### src/rtl/core/ej2sj_pkg.sv
// shared types, codes and the per-byte conversion step for the euc-jp to shift_jis transcoder
package ej2sj_pkg;

    // escape decoding mode
    typedef enum logic [1:0] {
        MODE_OFF   = 2'd0,
        MODE_ASCII = 2'd1,
        MODE_X0208 = 2'd2,
        MODE_X0201 = 2'd3
    } mode_t;

    // configuration register indexes
    localparam logic [1:0] CFG_DECODE_ESCAPES = 2'd0;
    localparam logic [1:0] CFG_SUBST_FIRST    = 2'd1;
    localparam logic [1:0] CFG_SUBST_SECOND   = 2'd2;

    // source byte codes
    localparam logic [7:0] ESC_BYTE    = 8'h1B;
    localparam logic [7:0] SS2_BYTE    = 8'h8E;
    localparam logic [7:0] SS3_BYTE    = 8'h8F;
    localparam logic [7:0] DOLLAR_BYTE = 8'h24;
    localparam logic [7:0] PAREN_BYTE  = 8'h28;
    localparam logic [7:0] B_BYTE      = 8'h42;
    localparam logic [7:0] AT_BYTE     = 8'h40;
    localparam logic [7:0] J_BYTE      = 8'h4A;
    localparam logic [7:0] I_BYTE      = 8'h49;

    // one result word
    typedef struct packed {
        logic [7:0] out_byte;
        logic       is_error;
        logic       is_substitute;
    } res_t;

    // control state carried from byte to byte
    typedef struct packed {
        mode_t      mode;
        logic [1:0] skip;
        logic [1:0] held_count;
    } ctl_t;

    // outcome of one pass over the byte at the current position
    typedef struct packed {
        logic [1:0] adv;
        mode_t      mode;
        logic [1:0] skip;
        logic [1:0] nres;
        res_t       r0;
        res_t       r1;
    } iter_t;

    localparam res_t ERROR_RES = '{out_byte: 8'h00, is_error: 1'b1, is_substitute: 1'b0};

    // plain byte result
    function automatic res_t byte_res(input logic [7:0] b);
        res_t r;
        r.out_byte      = b;
        r.is_error      = 1'b0;
        r.is_substitute = 1'b0;
        return r;
    endfunction

    // process the sequence that starts at c_in; adv of zero means wait for more bytes
    function automatic iter_t step_byte(
        input logic [7:0] c_in,
        input logic [7:0] b1,
        input logic [7:0] b2,
        input logic [1:0] rem,
        input mode_t      mode,
        input logic [1:0] skip,
        input logic [7:0] subst_first,
        input logic [7:0] subst_second
    );
        iter_t      o;
        logic [7:0] c;
        logic [7:0] d;
        logic       esc_ok;
        mode_t      esc_mode;
        o.adv  = 2'd0;
        o.mode = mode;
        o.skip = skip;
        o.nres = 2'd0;
        o.r0   = '0;
        o.r1   = '0;
        c = c_in;
        d = b1;
        esc_ok   = 1'b0;
        esc_mode = mode;
        // seven-bit pair in 0208 mode maps onto the euc range
        if (mode == MODE_X0208 && c_in >= 8'h21 && c_in <= 8'h7E
            && b1 >= 8'h21 && b1 <= 8'h7E)
        begin
            c = c_in | 8'h80;
            d = b1 | 8'h80;
        end
        if (skip != 2'd0)
        begin
            o.skip = skip - 2'd1;
            o.adv  = 2'd1;
        end
        else if (mode == MODE_X0201 && c_in >= 8'h21 && c_in <= 8'h5F)
        begin
            o.r0   = byte_res(c_in | 8'h80);
            o.nres = 2'd1;
            o.adv  = 2'd1;
        end
        else if (mode == MODE_X0208 && rem < 2'd2)
        begin
            o.adv = 2'd0;
        end
        else if (c == ESC_BYTE && mode != MODE_OFF)
        begin
            if (rem == 2'd3)
            begin
                if (b1 == DOLLAR_BYTE)
                begin
                    if (b2 == B_BYTE || b2 == AT_BYTE)
                    begin
                        esc_ok   = 1'b1;
                        esc_mode = MODE_X0208;
                    end
                end
                else if (b1 == PAREN_BYTE)
                begin
                    if (b2 == B_BYTE || b2 == J_BYTE)
                    begin
                        esc_ok   = (mode != MODE_ASCII);
                        esc_mode = MODE_ASCII;
                    end
                    else if (b2 == I_BYTE)
                    begin
                        esc_ok   = 1'b1;
                        esc_mode = MODE_X0201;
                    end
                end
                if (esc_ok)
                begin
                    o.mode = esc_mode;
                    o.adv  = 2'd3;
                end
                else
                begin
                    o.r0   = byte_res(ESC_BYTE);
                    o.nres = 2'd1;
                    o.adv  = 2'd1;
                end
            end
        end
        else if (c <= 8'h7F)
        begin
            o.r0   = byte_res(c);
            o.nres = 2'd1;
            o.adv  = 2'd1;
        end
        else if (c >= 8'hA0 && c <= 8'hFE)
        begin
            if (rem >= 2'd2)
            begin
                if (d < 8'hA0 || d == 8'hFF)
                begin
                    o.r0   = ERROR_RES;
                    o.nres = 2'd1;
                    o.adv  = 2'd1;
                end
                else
                begin
                    o.r0 = byte_res(((c - 8'd1) >> 1) + ((c <= 8'hDE) ? 8'h31 : 8'h71));
                    o.r1 = byte_res(d - (c[0] ? ((d < 8'hE0) ? 8'h61 : 8'h60) : 8'h02));
                    o.nres = 2'd2;
                    o.adv  = 2'd2;
                end
            end
        end
        else if (c == SS2_BYTE)
        begin
            if (rem >= 2'd2)
            begin
                o.nres = 2'd1;
                if (d < 8'hA1 || d > 8'hDF)
                begin
                    o.r0  = ERROR_RES;
                    o.adv = 2'd1;
                end
                else
                begin
                    o.r0  = byte_res(d);
                    o.adv = 2'd2;
                end
            end
        end
        else if (c == SS3_BYTE)
        begin
            o.r0.out_byte      = subst_first;
            o.r0.is_error      = 1'b0;
            o.r0.is_substitute = 1'b1;
            o.r1.out_byte      = subst_second;
            o.r1.is_error      = 1'b0;
            o.r1.is_substitute = 1'b1;
            o.nres = 2'd2;
            o.skip = 2'd2;
            o.adv  = 2'd1;
        end
        else
        begin
            o.r0   = ERROR_RES;
            o.nres = 2'd1;
            o.adv  = 2'd1;
        end
        return o;
    endfunction

endpackage

### src/rtl/core/ej2sj_engine.sv
// combinational conversion of one source byte plus held bytes into up to four result words
module ej2sj_engine (
    input  logic [7:0]        in_byte,
    input  ej2sj_pkg::ctl_t   ctl,
    input  logic [1:0][7:0]   held,
    input  logic [7:0]        subst_first,
    input  logic [7:0]        subst_second,
    output logic [2:0]        nres,
    output ej2sj_pkg::res_t   res [4],
    output ej2sj_pkg::ctl_t   ctl_next,
    output logic [1:0][7:0]   held_next
);

    logic [2:0][7:0] buf_bytes;
    logic [1:0]      n;

    // pick a byte of the working buffer, zero past its end
    function automatic logic [7:0] pick(input logic [2:0][7:0] b, input logic [2:0] idx);
        logic [7:0] v;
        case (idx)
            3'd0:    v = b[0];
            3'd1:    v = b[1];
            3'd2:    v = b[2];
            default: v = 8'h00;
        endcase
        return v;
    endfunction

    // held bytes first, then the new byte
    always_comb
    begin
        buf_bytes = '0;
        case (ctl.held_count)
            2'd0:
            begin
                buf_bytes[0] = in_byte;
            end
            2'd1:
            begin
                buf_bytes[0] = held[0];
                buf_bytes[1] = in_byte;
            end
            default:
            begin
                buf_bytes[0] = held[0];
                buf_bytes[1] = held[1];
                buf_bytes[2] = in_byte;
            end
        endcase
        n = (ctl.held_count >= 2'd2) ? 2'd3 : ctl.held_count + 2'd1;
    end

    // up to three sequence steps over the buffer, results packed in order
    always_comb
    begin
        logic [1:0]         pos;
        logic [2:0]         cnt;
        logic               done;
        ej2sj_pkg::mode_t   mode;
        logic [1:0]         skip;
        ej2sj_pkg::iter_t   it;
        ej2sj_pkg::res_t    r;
        pos  = 2'd0;
        cnt  = 3'd0;
        done = 1'b0;
        mode = ctl.mode;
        skip = ctl.skip;
        it   = '0;
        r    = '0;
        for (int j = 0; j < 4; j++)
        begin
            res[j] = '0;
        end
        for (int k = 0; k < 3; k++)
        begin
            if (!done && pos < n)
            begin
                it = ej2sj_pkg::step_byte(pick(buf_bytes, {1'b0, pos}),
                                          pick(buf_bytes, {1'b0, pos} + 3'd1),
                                          pick(buf_bytes, {1'b0, pos} + 3'd2),
                                          n - pos, mode, skip, subst_first, subst_second);
                if (it.adv == 2'd0)
                begin
                    done = 1'b1;
                end
                else
                begin
                    mode = it.mode;
                    skip = it.skip;
                    for (int j = 0; j < 2; j++)
                    begin
                        r = (j == 0) ? it.r0 : it.r1;
                        if (2'(j) < it.nres && cnt < 3'd4)
                        begin
                            res[cnt[1:0]] = r;
                            cnt = cnt + 3'd1;
                        end
                    end
                    pos = pos + it.adv;
                end
            end
        end
        nres                = cnt;
        ctl_next.mode       = mode;
        ctl_next.skip       = skip;
        ctl_next.held_count = n - pos;
        held_next[0]        = pick(buf_bytes, {1'b0, pos});
        held_next[1]        = pick(buf_bytes, {1'b0, pos} + 3'd1);
    end

endmodule

### src/rtl/core/eucjp_to_shiftjis_transcoder.sv
// top level of the euc-jp (with iso-2022-jp escapes) to shift_jis transcoder
// The block takes one source byte per cycle while in_stall is low and gives one Shift_JIS
// result word per cycle while out_stall is low. A byte goes into an input register, is
// converted together with any held bytes in one pass of logic, and its zero to four result
// words land in a four-entry result register that drains one word a cycle while out_stall
// is low. Bytes that give at most one word sustain one byte per cycle when the output is
// not stalled; a byte that gives several words, such as a kanji pair, a substitute or a
// failed escape, holds the result register until all of them drain. Bytes that only
// complete a pending sequence or are swallowed give no word and never wait on the output.
// last marks the final word of each source byte. Configuration writes are taken at any time
// but belong in idle periods; writing decode_escapes resets the mode and drops held bytes.
module eucjp_to_shiftjis_transcoder (
    input  logic       clk,
    input  logic       rst_n,
    // configuration port
    input  logic       cfg_write,
    input  logic [1:0] cfg_index,
    input  logic [7:0] cfg_data,
    // source words
    input  logic       in_valid,
    output logic       in_stall,
    input  logic [7:0] in_byte,
    // result words
    output logic       out_valid,
    input  logic       out_stall,
    output logic [7:0] out_byte,
    output logic       is_error,
    output logic       is_substitute,
    output logic       last
);

    logic            decode_escapes_reg;
    logic [7:0]      subst_first_reg;
    logic [7:0]      subst_second_reg;
    ej2sj_pkg::ctl_t ctl_reg;
    ej2sj_pkg::ctl_t ctl_next;
    logic [1:0][7:0] held_reg;
    logic [1:0][7:0] held_next;
    logic            in_valid_reg;
    logic [7:0]      in_byte_reg;
    ej2sj_pkg::res_t blk_res_reg [4];
    logic [2:0]      blk_count_reg;
    logic [1:0]      blk_ptr_reg;
    ej2sj_pkg::res_t eng_res [4];
    logic [2:0]      eng_nres;
    logic            out_fire;
    logic            drain_last;
    logic            blk_free;
    logic            process;
    logic            in_fire;

    // conversion logic
    ej2sj_engine u_engine (
        .in_byte      (in_byte_reg),
        .ctl          (ctl_reg),
        .held         (held_reg),
        .subst_first  (subst_first_reg),
        .subst_second (subst_second_reg),
        .nres         (eng_nres),
        .res          (eng_res),
        .ctl_next     (ctl_next),
        .held_next    (held_next)
    );

    // handshake and flow control
    assign out_valid  = (blk_count_reg != 3'd0);
    assign out_fire   = out_valid && !out_stall;
    assign last       = ({1'b0, blk_ptr_reg} == blk_count_reg - 3'd1);
    assign drain_last = out_fire && last;
    assign blk_free   = !out_valid || drain_last;
    assign process    = in_valid_reg && (blk_free || eng_nres == 3'd0);
    assign in_stall   = in_valid_reg && !process;
    assign in_fire    = in_valid && !in_stall;

    // result word on the output
    assign out_byte      = blk_res_reg[blk_ptr_reg].out_byte;
    assign is_error      = blk_res_reg[blk_ptr_reg].is_error;
    assign is_substitute = blk_res_reg[blk_ptr_reg].is_substitute;

    // configuration registers
    always_ff @(posedge clk or negedge rst_n)
    begin
        if (!rst_n)
        begin
            decode_escapes_reg <= 1'b1;
            subst_first_reg    <= 8'h81;
            subst_second_reg   <= 8'hA0;
        end
        else if (cfg_write)
        begin
            unique case (cfg_index)
                ej2sj_pkg::CFG_DECODE_ESCAPES: decode_escapes_reg <= cfg_data[0];
                ej2sj_pkg::CFG_SUBST_FIRST:    subst_first_reg    <= cfg_data;
                ej2sj_pkg::CFG_SUBST_SECOND:   subst_second_reg   <= cfg_data;
                default:                       ;
            endcase
        end
    end

    // mode, skip and held count
    always_ff @(posedge clk or negedge rst_n)
    begin
        if (!rst_n)
        begin
            ctl_reg.mode       <= ej2sj_pkg::MODE_ASCII;
            ctl_reg.skip       <= 2'd0;
            ctl_reg.held_count <= 2'd0;
        end
        else if (cfg_write && cfg_index == ej2sj_pkg::CFG_DECODE_ESCAPES)
        begin
            ctl_reg.mode       <= cfg_data[0] ? ej2sj_pkg::MODE_ASCII : ej2sj_pkg::MODE_OFF;
            ctl_reg.skip       <= 2'd0;
            ctl_reg.held_count <= 2'd0;
        end
        else if (process)
        begin
            ctl_reg <= ctl_next;
        end
    end

    // held bytes, read only below the held count
    always_ff @(posedge clk)
    begin
        if (process)
        begin
            held_reg <= held_next;
        end
    end

    // input register
    always_ff @(posedge clk or negedge rst_n)
    begin
        if (!rst_n)
        begin
            in_valid_reg <= 1'b0;
        end
        else if (in_fire)
        begin
            in_valid_reg <= 1'b1;
        end
        else if (process)
        begin
            in_valid_reg <= 1'b0;
        end
    end

    always_ff @(posedge clk)
    begin
        if (in_fire)
        begin
            in_byte_reg <= in_byte;
        end
    end

    // result register control
    always_ff @(posedge clk or negedge rst_n)
    begin
        if (!rst_n)
        begin
            blk_count_reg <= 3'd0;
            blk_ptr_reg   <= 2'd0;
        end
        else if (process && eng_nres != 3'd0)
        begin
            blk_count_reg <= eng_nres;
            blk_ptr_reg   <= 2'd0;
        end
        else if (out_fire)
        begin
            if (last)
            begin
                blk_count_reg <= 3'd0;
                blk_ptr_reg   <= 2'd0;
            end
            else
            begin
                blk_ptr_reg <= blk_ptr_reg + 2'd1;
            end
        end
    end

    // result register words
    always_ff @(posedge clk)
    begin
        if (process && eng_nres != 3'd0)
        begin
            for (int j = 0; j < 4; j++)
            begin
                blk_res_reg[j] <= eng_res[j];
            end
        end
    end

    // read pointer stays inside the loaded words
    assert property (@(posedge clk) disable iff (!rst_n)
        out_valid |-> ({1'b0, blk_ptr_reg} < blk_count_reg && blk_count_reg <= 3'd4))
        else $error("result pointer outside loaded words");

    // new words only load once the previous ones are gone
    assert property (@(posedge clk) disable iff (!rst_n)
        (process && eng_nres != 3'd0) |-> blk_free)
        else $error("result register overwritten before drained");

    // error words carry a zero byte and no substitute mark
    assert property (@(posedge clk) disable iff (!rst_n)
        (out_valid && is_error) |-> (out_byte == 8'h00 && !is_substitute))
        else $error("malformed error word");

    // at most two bytes held and two swallowed
    assert property (@(posedge clk) disable iff (!rst_n)
        (ctl_reg.held_count != 2'd3) && (ctl_reg.skip != 2'd3))
        else $error("held or skip count out of range");

endmodule
### config.mk
export PLATFORM = sky130hd
export DESIGN_NAME = eucjp_to_shiftjis_transcoder
export DESIGN_NICKNAME = d
export VERILOG_FILES = /design/src/rtl/core/ej2sj_pkg.sv /design/src/rtl/core/ej2sj_engine.sv /design/src/rtl/core/eucjp_to_shiftjis_transcoder.sv
export SDC_FILE = /design/constraint.sdc
export NUM_CORES = 1
export LEC_CHECK = 0
export BUFFER_PORTS_ARGS = -buffer_cell sky130_fd_sc_hd__buf_2
export CELL_PAD_IN_SITES_DETAIL_PLACEMENT = 0
export CELL_PAD_IN_SITES_GLOBAL_PLACEMENT = 2
export CORE_MARGIN = 5
export CORE_UTILIZATION = 39
export DETAILED_ROUTE_END_ITERATION = 8
export PLACE_DENSITY_LB_ADDON = 0.05
export SYNTH_ARGS = -nofsm -noshare
export SYNTH_HDL_FRONTEND = slang
export SYNTH_SLANG_ARGS = --single-unit
### constraint.sdc
create_clock -name clk -period 19 [get_ports clk]
set_clock_uncertainty 0.2 [all_clocks]
set_input_delay 2.85 -clock clk [delete_from_list [all_inputs] [get_ports clk]]
set_output_delay 2.85 -clock clk [all_outputs]
set_load 0.03 [all_outputs]
After elaboration in Yosys (flattened, before gate mapping)
Memory sizes are Yosys's and may differ from the RTL's.
Cells that the tools add are included.
Word-level totals
  memories: 1
  memory bits (writable): 40
  register bits after elaboration: 52
  bits of input ports: 23
Memory list
  blk_res_reg: words 4, bits a word 10, read ports 1, clocked after Yosys merged registers in 0, wr ports 4, line eucjp_to_shiftjis_transcoder.sv:41  | ej2sj_pkg::res_t blk_res_reg [4];
Cells by class
  muxes and demuxes: 311
  bitwise logic cells: 5
  add/subtract/negate cells: 30
  $lt $le $gt $ge: 70
  reductions and logical operators: 96
  equal/unequal tests: 62
Operators by type and width (number)
  $mux 40: 15
  $mux 10: 29
  $mux 22: 12
  $mux 12: 21
  $mux 8: 26
  $mux 2: 103
  $bwmux 40: 5
  $pmux 8 s3: 8
  $demux 10 s2: 5
  $eq 8x7->1 const B: 12
  $le 8x7->1 const B: 12
  $mux 26: 3
  $eq 8x8->1 const B: 9
  $lt 8x8->1 const B: 9
  $mux 11: 6
  $mux 3: 20
  $eq 8x6->1 const B: 6
  $ge 8x6->1 const B: 6
  $le 8x8->1 const B: 6
  $logic_and 1x1->1: 46
  $mux 1: 46
  $eq 2x2->1 const B: 13
  $add 7x8->8: 3
  $eq 8x5->1 const B: 3
  37 further kinds: 150

Logic depth before layout (Yosys ltp)
Gate-level depths: netlist of the first run.
  depth after elaboration: 97
  mapped depth: 65
  depth with buffers taken out: 57

Modules after synthesis
A second synthesis of the first run with hierarchy kept.
Second synthesis, totals
  cell total of the unflattened synthesis: 1543
  area total of the unflattened synthesis: 12251.8 µm²
By module, submodules not included
  ej2sj_engine: sequential area each 0.0 µm², cells an instance 1367, instances 1, area an instance 8834.7 µm²
  eucjp_to_shiftjis_transcoder: sequential area each 2628.8 µm², cells an instance 176, instances 1, area an instance 3417.0 µm²

Worst setup path before layout of the first run
OpenSTA, ideal clock, no wires.
  path kind: register to output
  start point: register ctl_reg[0] (netlist name)
  end point: output port in_stall
  path slack: 4.424 ns
  cell stages (with the launch flop): 57
  required time: 15.950 ns
  data arrival time: 11.526 ns
  path through: dfrtp_1 > or2_1 > buf_6 > buf_6 > o21ai_1 > inv_1 > ha_1 > nor2b_1 > a41oi_2 > and2_1 > buf_2 > a211o_1 > o21a_1 > buf_6 > clkbuf_1 > clkbuf_1 > clkbuf_1 > o211ai_1 > [... 21 more ...] > nand4_1 > nand3_1 > a2111o_1 > nor3_1 > nor3_1 > or4_1 > o211a_2 > o21a_1 > buf_2 > xnor2_1 > ha_1 > nor2b_1 > a221o_1 > a32oi_1 > nor3_1 > nand2b_1 > or2_1 > inv_1
On the way
  cells in the longest elaborated chain, start to end: 87
  elaborated cells on any way between the ends: 400
  those cells by class: add/sub (14); order compare (54); eq/ne (52); mux (212); reduce/logical (68)
Ends and longest elaborated chain
  start, declared: line eucjp_to_shiftjis_transcoder.sv:35  | ej2sj_pkg::ctl_t ctl_reg;
  start signal, assigned: line eucjp_to_shiftjis_transcoder.sv:117  | ctl_reg <= ctl_next;
  branches (longest 81 deep; another with $ge 8x6->1)
  $mux 3 *: line ej2sj_engine.sv:76  | if (!done && pos < n)
  $logic_not 3->1 *: line eucjp_to_shiftjis_transcoder.sv:71  | assign process = in_valid_reg && (blk_free || eng_nres == 3'd0);
  $logic_or 1x1->1 *: line eucjp_to_shiftjis_transcoder.sv:71
  $logic_and 1x1->1 *: line eucjp_to_shiftjis_transcoder.sv:71
  $logic_not 1->1 *: line eucjp_to_shiftjis_transcoder.sv:72  | assign in_stall = in_valid_reg && !process;
  $logic_and 1x1->1 *: line eucjp_to_shiftjis_transcoder.sv:72
  end, declared: line eucjp_to_shiftjis_transcoder.sv:21  | output logic in_stall,
Mark *: on every way between the ends. The select of a mux whose other input is x is not followed.

Worst setup path in the final report of the first run
  start point: register ctl_reg[1] (netlist name)
  end point: output port in_stall
Same word-level chain as after synthesis.

==> results.yml, run 1 <==
outcome:
  status: "complete, no violations"
clocking:
  cts_resized: 0
  clock_latency_ps: 390
  cts_max_level: 3
  cts_buffers: 9
  path_clk_slew_ps: 70
  cts_sinks: 92
  cts_tree: "yes"
  clockBufferDepth: 2
  cts-root-buf: "clkbuf_16"
  cts_hold_buf: 0
  post_cts_buffers: 0
logic_synthesis:
  ys.flop_type: "edfxtp_1"
  synth_xor_area_frac: 0.0411
  seq_area_frac_synth: 0.208
  synth.net_count: 1693
  synth_cells: 1609
  synth_area_per_cell_um2: 7.84
  synthAdderAreaFrac: 0.0635
  ys_types: 124
  async_reset_ff_frac: 0.304
  yosysWarnings: 0
  muxShareOfSynthArea: 0.0662
  synth_compound_area_frac: 0.333
  synth-edff-count: 64
  synth_top_family_by_area: "compound AO/OA/AOI/OAI gates"
  synth-seq-cells: 92
  syn-cell-area_um2: 12600
  synthSimpleGateAreaFrac: 0.233
critical_path:
  reg2reg_depth: 56
  slowest_stage: "or2_2"
  cp-start-kind: "register"
  critPathKind: "reg2out"
  critPathRequiredTime_ps: 15950
  cp_slowest_stage_delay_ps: 550
  end_kind: "output pin"
  r2r_setup_slack_ps: 3640
  critPathMaxFanout: 57
  arrival_ps: 14720
floorplan:
  die_w_um: 190
  initial_utilization: 0.398
  die_h_um: 190
  io_pins: 36
  core-area_um2: 31700
  die-area_um2: 36000
  rows: 65
placement:
  routabilityCongestion: 1.03
  hpwl_mm: 50.7
  pre_cts_ws_ps: 1560
  place_inst: 1986
  portBuffers: 35
sta:
  max_slew.worst_pin.slew_ps: 1190
  fmax_mhz: 56.3
  period_share: 0.935
  worst_slack_ps: 1230
  tns_ps: 0
  maxSlewViolCount: 0
  rsz0062_at_grt: "false"
  maxSlewHeadroom: 0.203
  layout_min_cycle_time_ps: 17770
  timing.final.hold_violations: 0
  finalSetupViolCount: 0
routing:
  wl_per_cell_um: 31.9
  drt-initial-drc-count: 1681
  first_pass_iters: 8
  vias: 14100
  ant_nets: 0
  drc: 0
  via_per_inst: 7.05
  wl_mm: 63.9
global_route:
  grt_pass1_vias: 12900
  grt_max_degree: 58
  grt_use_total: 0.345
  grt_pass1_wl_mm: 92.4
  overflow: 0
  antenna_found_initial: 0
flow_run:
  drv_cap: 0
layout:
  fin_util: 0.424
  area_growth_pct: 6.56
  drive_gt1_frac: 0.131
  finalNonFillerCells: 2004
  mostFrequentLayoutCells: "nand2_1 (173), nor2_1 (146), a21oi_1 (99)"
  final_nets: 1679
  fillCellCount: 3322
  multiInputGateArea_um2: 9330
  ff_latch_area_um2: 2630
  largest_reg_flops: 40
  final_common_cell: "nand2_1"
min_path:
  min_path_type: "reg2reg"
  min_path_cells: 2
## routing by layer
| metal | GRT usage | wire [um] | vias up |
|---|---|---|---|
| met4 | 0.153 | 3110 | 0 |
| li1 | - | - | 6140 |
| met3 | 0.0714 | 6700 | 167 |
| met5 | 0 | 0 | - |
| met2 | 0.505 | 26800 | 948 |
| met1 | 0.488 | 27300 | 6865 |
## synthesized netlist by cell type, types with 23 or more instances
master / instances / area, um^2
a211oi_1: 26 / 195
a21oi_1: 100 / 500
a22oi_1: 42 / 315
and2_1: 29 / 181
clkbuf_1: 54 / 203
dfrtp_1: 23 / 576
edfxtp_1: 64 / 1920
ha_1: 56 / 701
inv_1: 46 / 173
mux2i_1: 28 / 280
nand2_1: 173 / 649
nand3_1: 53 / 265
nor2_1: 147 / 552
nor3_1: 55 / 275
o211ai_1: 24 / 180
o21ai_0: 78 / 390
o21ai_1: 26 / 130
o22ai_1: 57 / 357
xnor2_1: 34 / 298
## kinds of logic (layout without fill, tap and decap cells)
logic type,count (synthesis),count (layout)
multiplexers,66,66
flip-flops,92,92
AND/OR/NAND/NOR,602,602
buffers and inverters,151,142
adder cells (fa/ha/maj),61,61
AO/OA/AOI/OAI,580,580
XOR/XNOR,57,57
other,0,2
## per-stage QoR
stage                     cell area, um^2  hold WS (ps)
final                               13400           348
after detailed placement            13100           334
after global placement              13100           321
after global routing                13400           388
after floorplan                     12600           290
after CTS                           13400           355
## area by class of cell
| class | count | share of cell area |
|---|---|---|
| antenna | 2 | 0.000372 |
| clock buffer | 10 | 0.0170 |
| clock inverter | 6 | 0.00596 |
| inverter | 54 | 0.0157 |
| multi-input combinational | 1366 | 0.694 |
| sequential | 92 | 0.196 |
| tap | 402 | 0.0374 |
| timing repair buffer | 72 | 0.0337 |
## critical path, delay by kind of cell (launching register included)
kind	cells	cell delay, ps
AOI/OAI and AO/OA	18	5280
and+or+nand+nor	22	4430
buffers and inverters	12	2880
adders and majority gates	5	1030
DFF	1	330
muxes	1	280
## worst paths after layout
kind                                  start                 to
max reg2reg                      ctl_reg[1]  blk_res_reg[3][9]
max in group asynchronous             rst_n         ctl_reg[0]
min                        blk_count_reg[1]   blk_count_reg[1]
min in group asynchronous             rst_n   blk_count_reg[2]
min reg2reg                blk_count_reg[1]   blk_count_reg[1]
max                              ctl_reg[1]           in_stall
Power of run 1 is left out: the tool's default activity adds up to more than one toggle a clock period on the data nets, which glitch-free logic cannot reach.
==> inputs of run 2 (changes only) <==
--- a/config.mk
+++ b/config.mk
@@ -10,6 +10,7 @@
 export CELL_PAD_IN_SITES_GLOBAL_PLACEMENT = 2
 export CORE_MARGIN = 5
 export CORE_UTILIZATION = 39
+export CTS_BUF_LIST = sky130_fd_sc_hd__clkbuf_16
 export DETAILED_ROUTE_END_ITERATION = 8
 export PLACE_DENSITY_LB_ADDON = 0.05
 export SYNTH_ARGS = -nofsm -noshare
==> results.yml, run 2 (same netlist as run 1, synthesis figures left out) <==
outcome:
  status: "complete, no violations"
clocking:
  cts_buffers: 9
  post_cts_buffers: 0
  cts_hold_buf: 0
  cts_max_level: 3
  cts_tree: "yes"
  clock_latency_ps: 390
  path_clk_slew_ps: 70
  cts_resized: 0
  cts_sinks: 92
  cts-root-buf: "clkbuf_16"
  clockBufferDepth: 2
critical_path:
  critPathMaxFanout: 57
  end_kind: "output pin"
  critPathRequiredTime_ps: 15950
  arrival_ps: 14720
  slowest_stage: "or2_2"
  cp-start-kind: "register"
  critPathKind: "reg2out"
  cp_slowest_stage_delay_ps: 550
sta:
  finalSetupViolCount: 0
  maxSlewHeadroom: 0.199
  fmax_mhz: 56.3
  rsz0062_at_grt: "false"
  tns_ps: 0
  max_slew.worst_pin.slew_ps: 1200
  timing.final.hold_violations: 0
  layout_min_cycle_time_ps: 17770
  maxSlewViolCount: 0
  period_share: 0.935
  worst_slack_ps: 1230
placement:
  portBuffers: 35
  pre_cts_ws_ps: 1560
  hpwl_mm: 50.7
  placed_cell_area_um2: 13100
  routabilityCongestion: 1.03
routing:
  vias: 14100
  ant_nets: 0
  first_pass_iters: 8
  drc: 0
  wl_per_cell_um: 31.9
  drt-initial-drc-count: 1680
  wl_mm: 63.9
  via_per_inst: 7.03
floorplan:
  core-area_um2: 31700
  die_w_um: 190
  die_h_um: 190
  initial_utilization: 0.398
  rows: 65
  io_pins: 36
  die-area_um2: 36000
layout:
  area_growth_pct: 6.56
  finish.instance_area_um2: 13400
  largest_reg_flops: 40
  drive_gt1_frac: 0.131
  final_nets: 1679
  mostFrequentLayoutCells: "nand2_1 (173), nor2_1 (146), a21oi_1 (99)"
  final_common_cell: "nand2_1"
  fillCellCount: 3322
global_route:
  grt_max_degree: 58
  overflow: 0
  grt_use_total: 0.345
  antenna_found_initial: 0
  grt_pass1_vias: 12900
  grt_pass1_wl_mm: 92.4
min_path:
  min_path_type: "reg2reg"
flow_run:
  drv_cap: 0
run 2: cell count changes in the layout (fill, tap and decap cells not counted), sizes merged:
| cell | before | now |
|---|---|---|
| clkbuf | 10 | 9 |
| inv | 56 | 57 |
run 2: path summary, 6_finish.rpt:
path | cells past startpoint | slack (ps) | endpoint | start
hold reg to reg | 2 | 350 | blk_count_reg[1] | blk_count_reg[1]
min in group asynchronous | 1 | 2330 | blk_count_reg[2] | rst_n
setup / recovery | 58 | 1230 | in_stall | ctl_reg[1]
setup reg to reg | 56 | 3640 | blk_res_reg[3][9] | ctl_reg[1]
hold / removal | 2 | 350 | blk_count_reg[1] | blk_count_reg[1]
max in group asynchronous | 1 | 15740 | ctl_reg[0] | rst_n
run 2: critical path: cells and delay by family, from the launching register on:
family                     cells  cell delay [ps]
and+or+nand+nor               22             4430
muxes                          1              280
buffers and inverters         12             2890
DFF                            1              330
adders and majority gates      5             1030
AOI/OAI and AO/OA             18             5290
run 2: stage by stage:
| stage | util | cells | hold slack (ps) |
|---|---|---|---|
| 2_1_floorplan | - | 1609 | 290 |
| 3_3_place_gp | 0.414 | 1986 | 321 |
| 3_5_place_dp | 0.414 | 1986 | 334 |
| 4_1_cts | 0.423 | 2002 | 355 |
| 6_report | 0.424 | 2004 | 348 |
| 5_1_grt | 0.424 | 2002 | 388 |
run 2: cell type report:
type,instances,area (um^2),share of cell area
clock inverter,7,83.8,0.00624
clock buffer,9,225,0.0168
antenna,2,5.00,0.000372
tap,402,503,0.0374
multi-input combinational,1366,9330,0.694
sequential,92,2630,0.196
timing repair buffer,72,453,0.0337
inverter,54,211,0.0157
run 2: per-layer routing:
layer / wire length, um / global-route usage
met1: 27300 / 0.488
met3: 6640 / 0.0714
met2: 26800 / 0.505
met4: 3100 / 0.153
met5: 0 / 0
Power of run 2 is left out for the same reason.
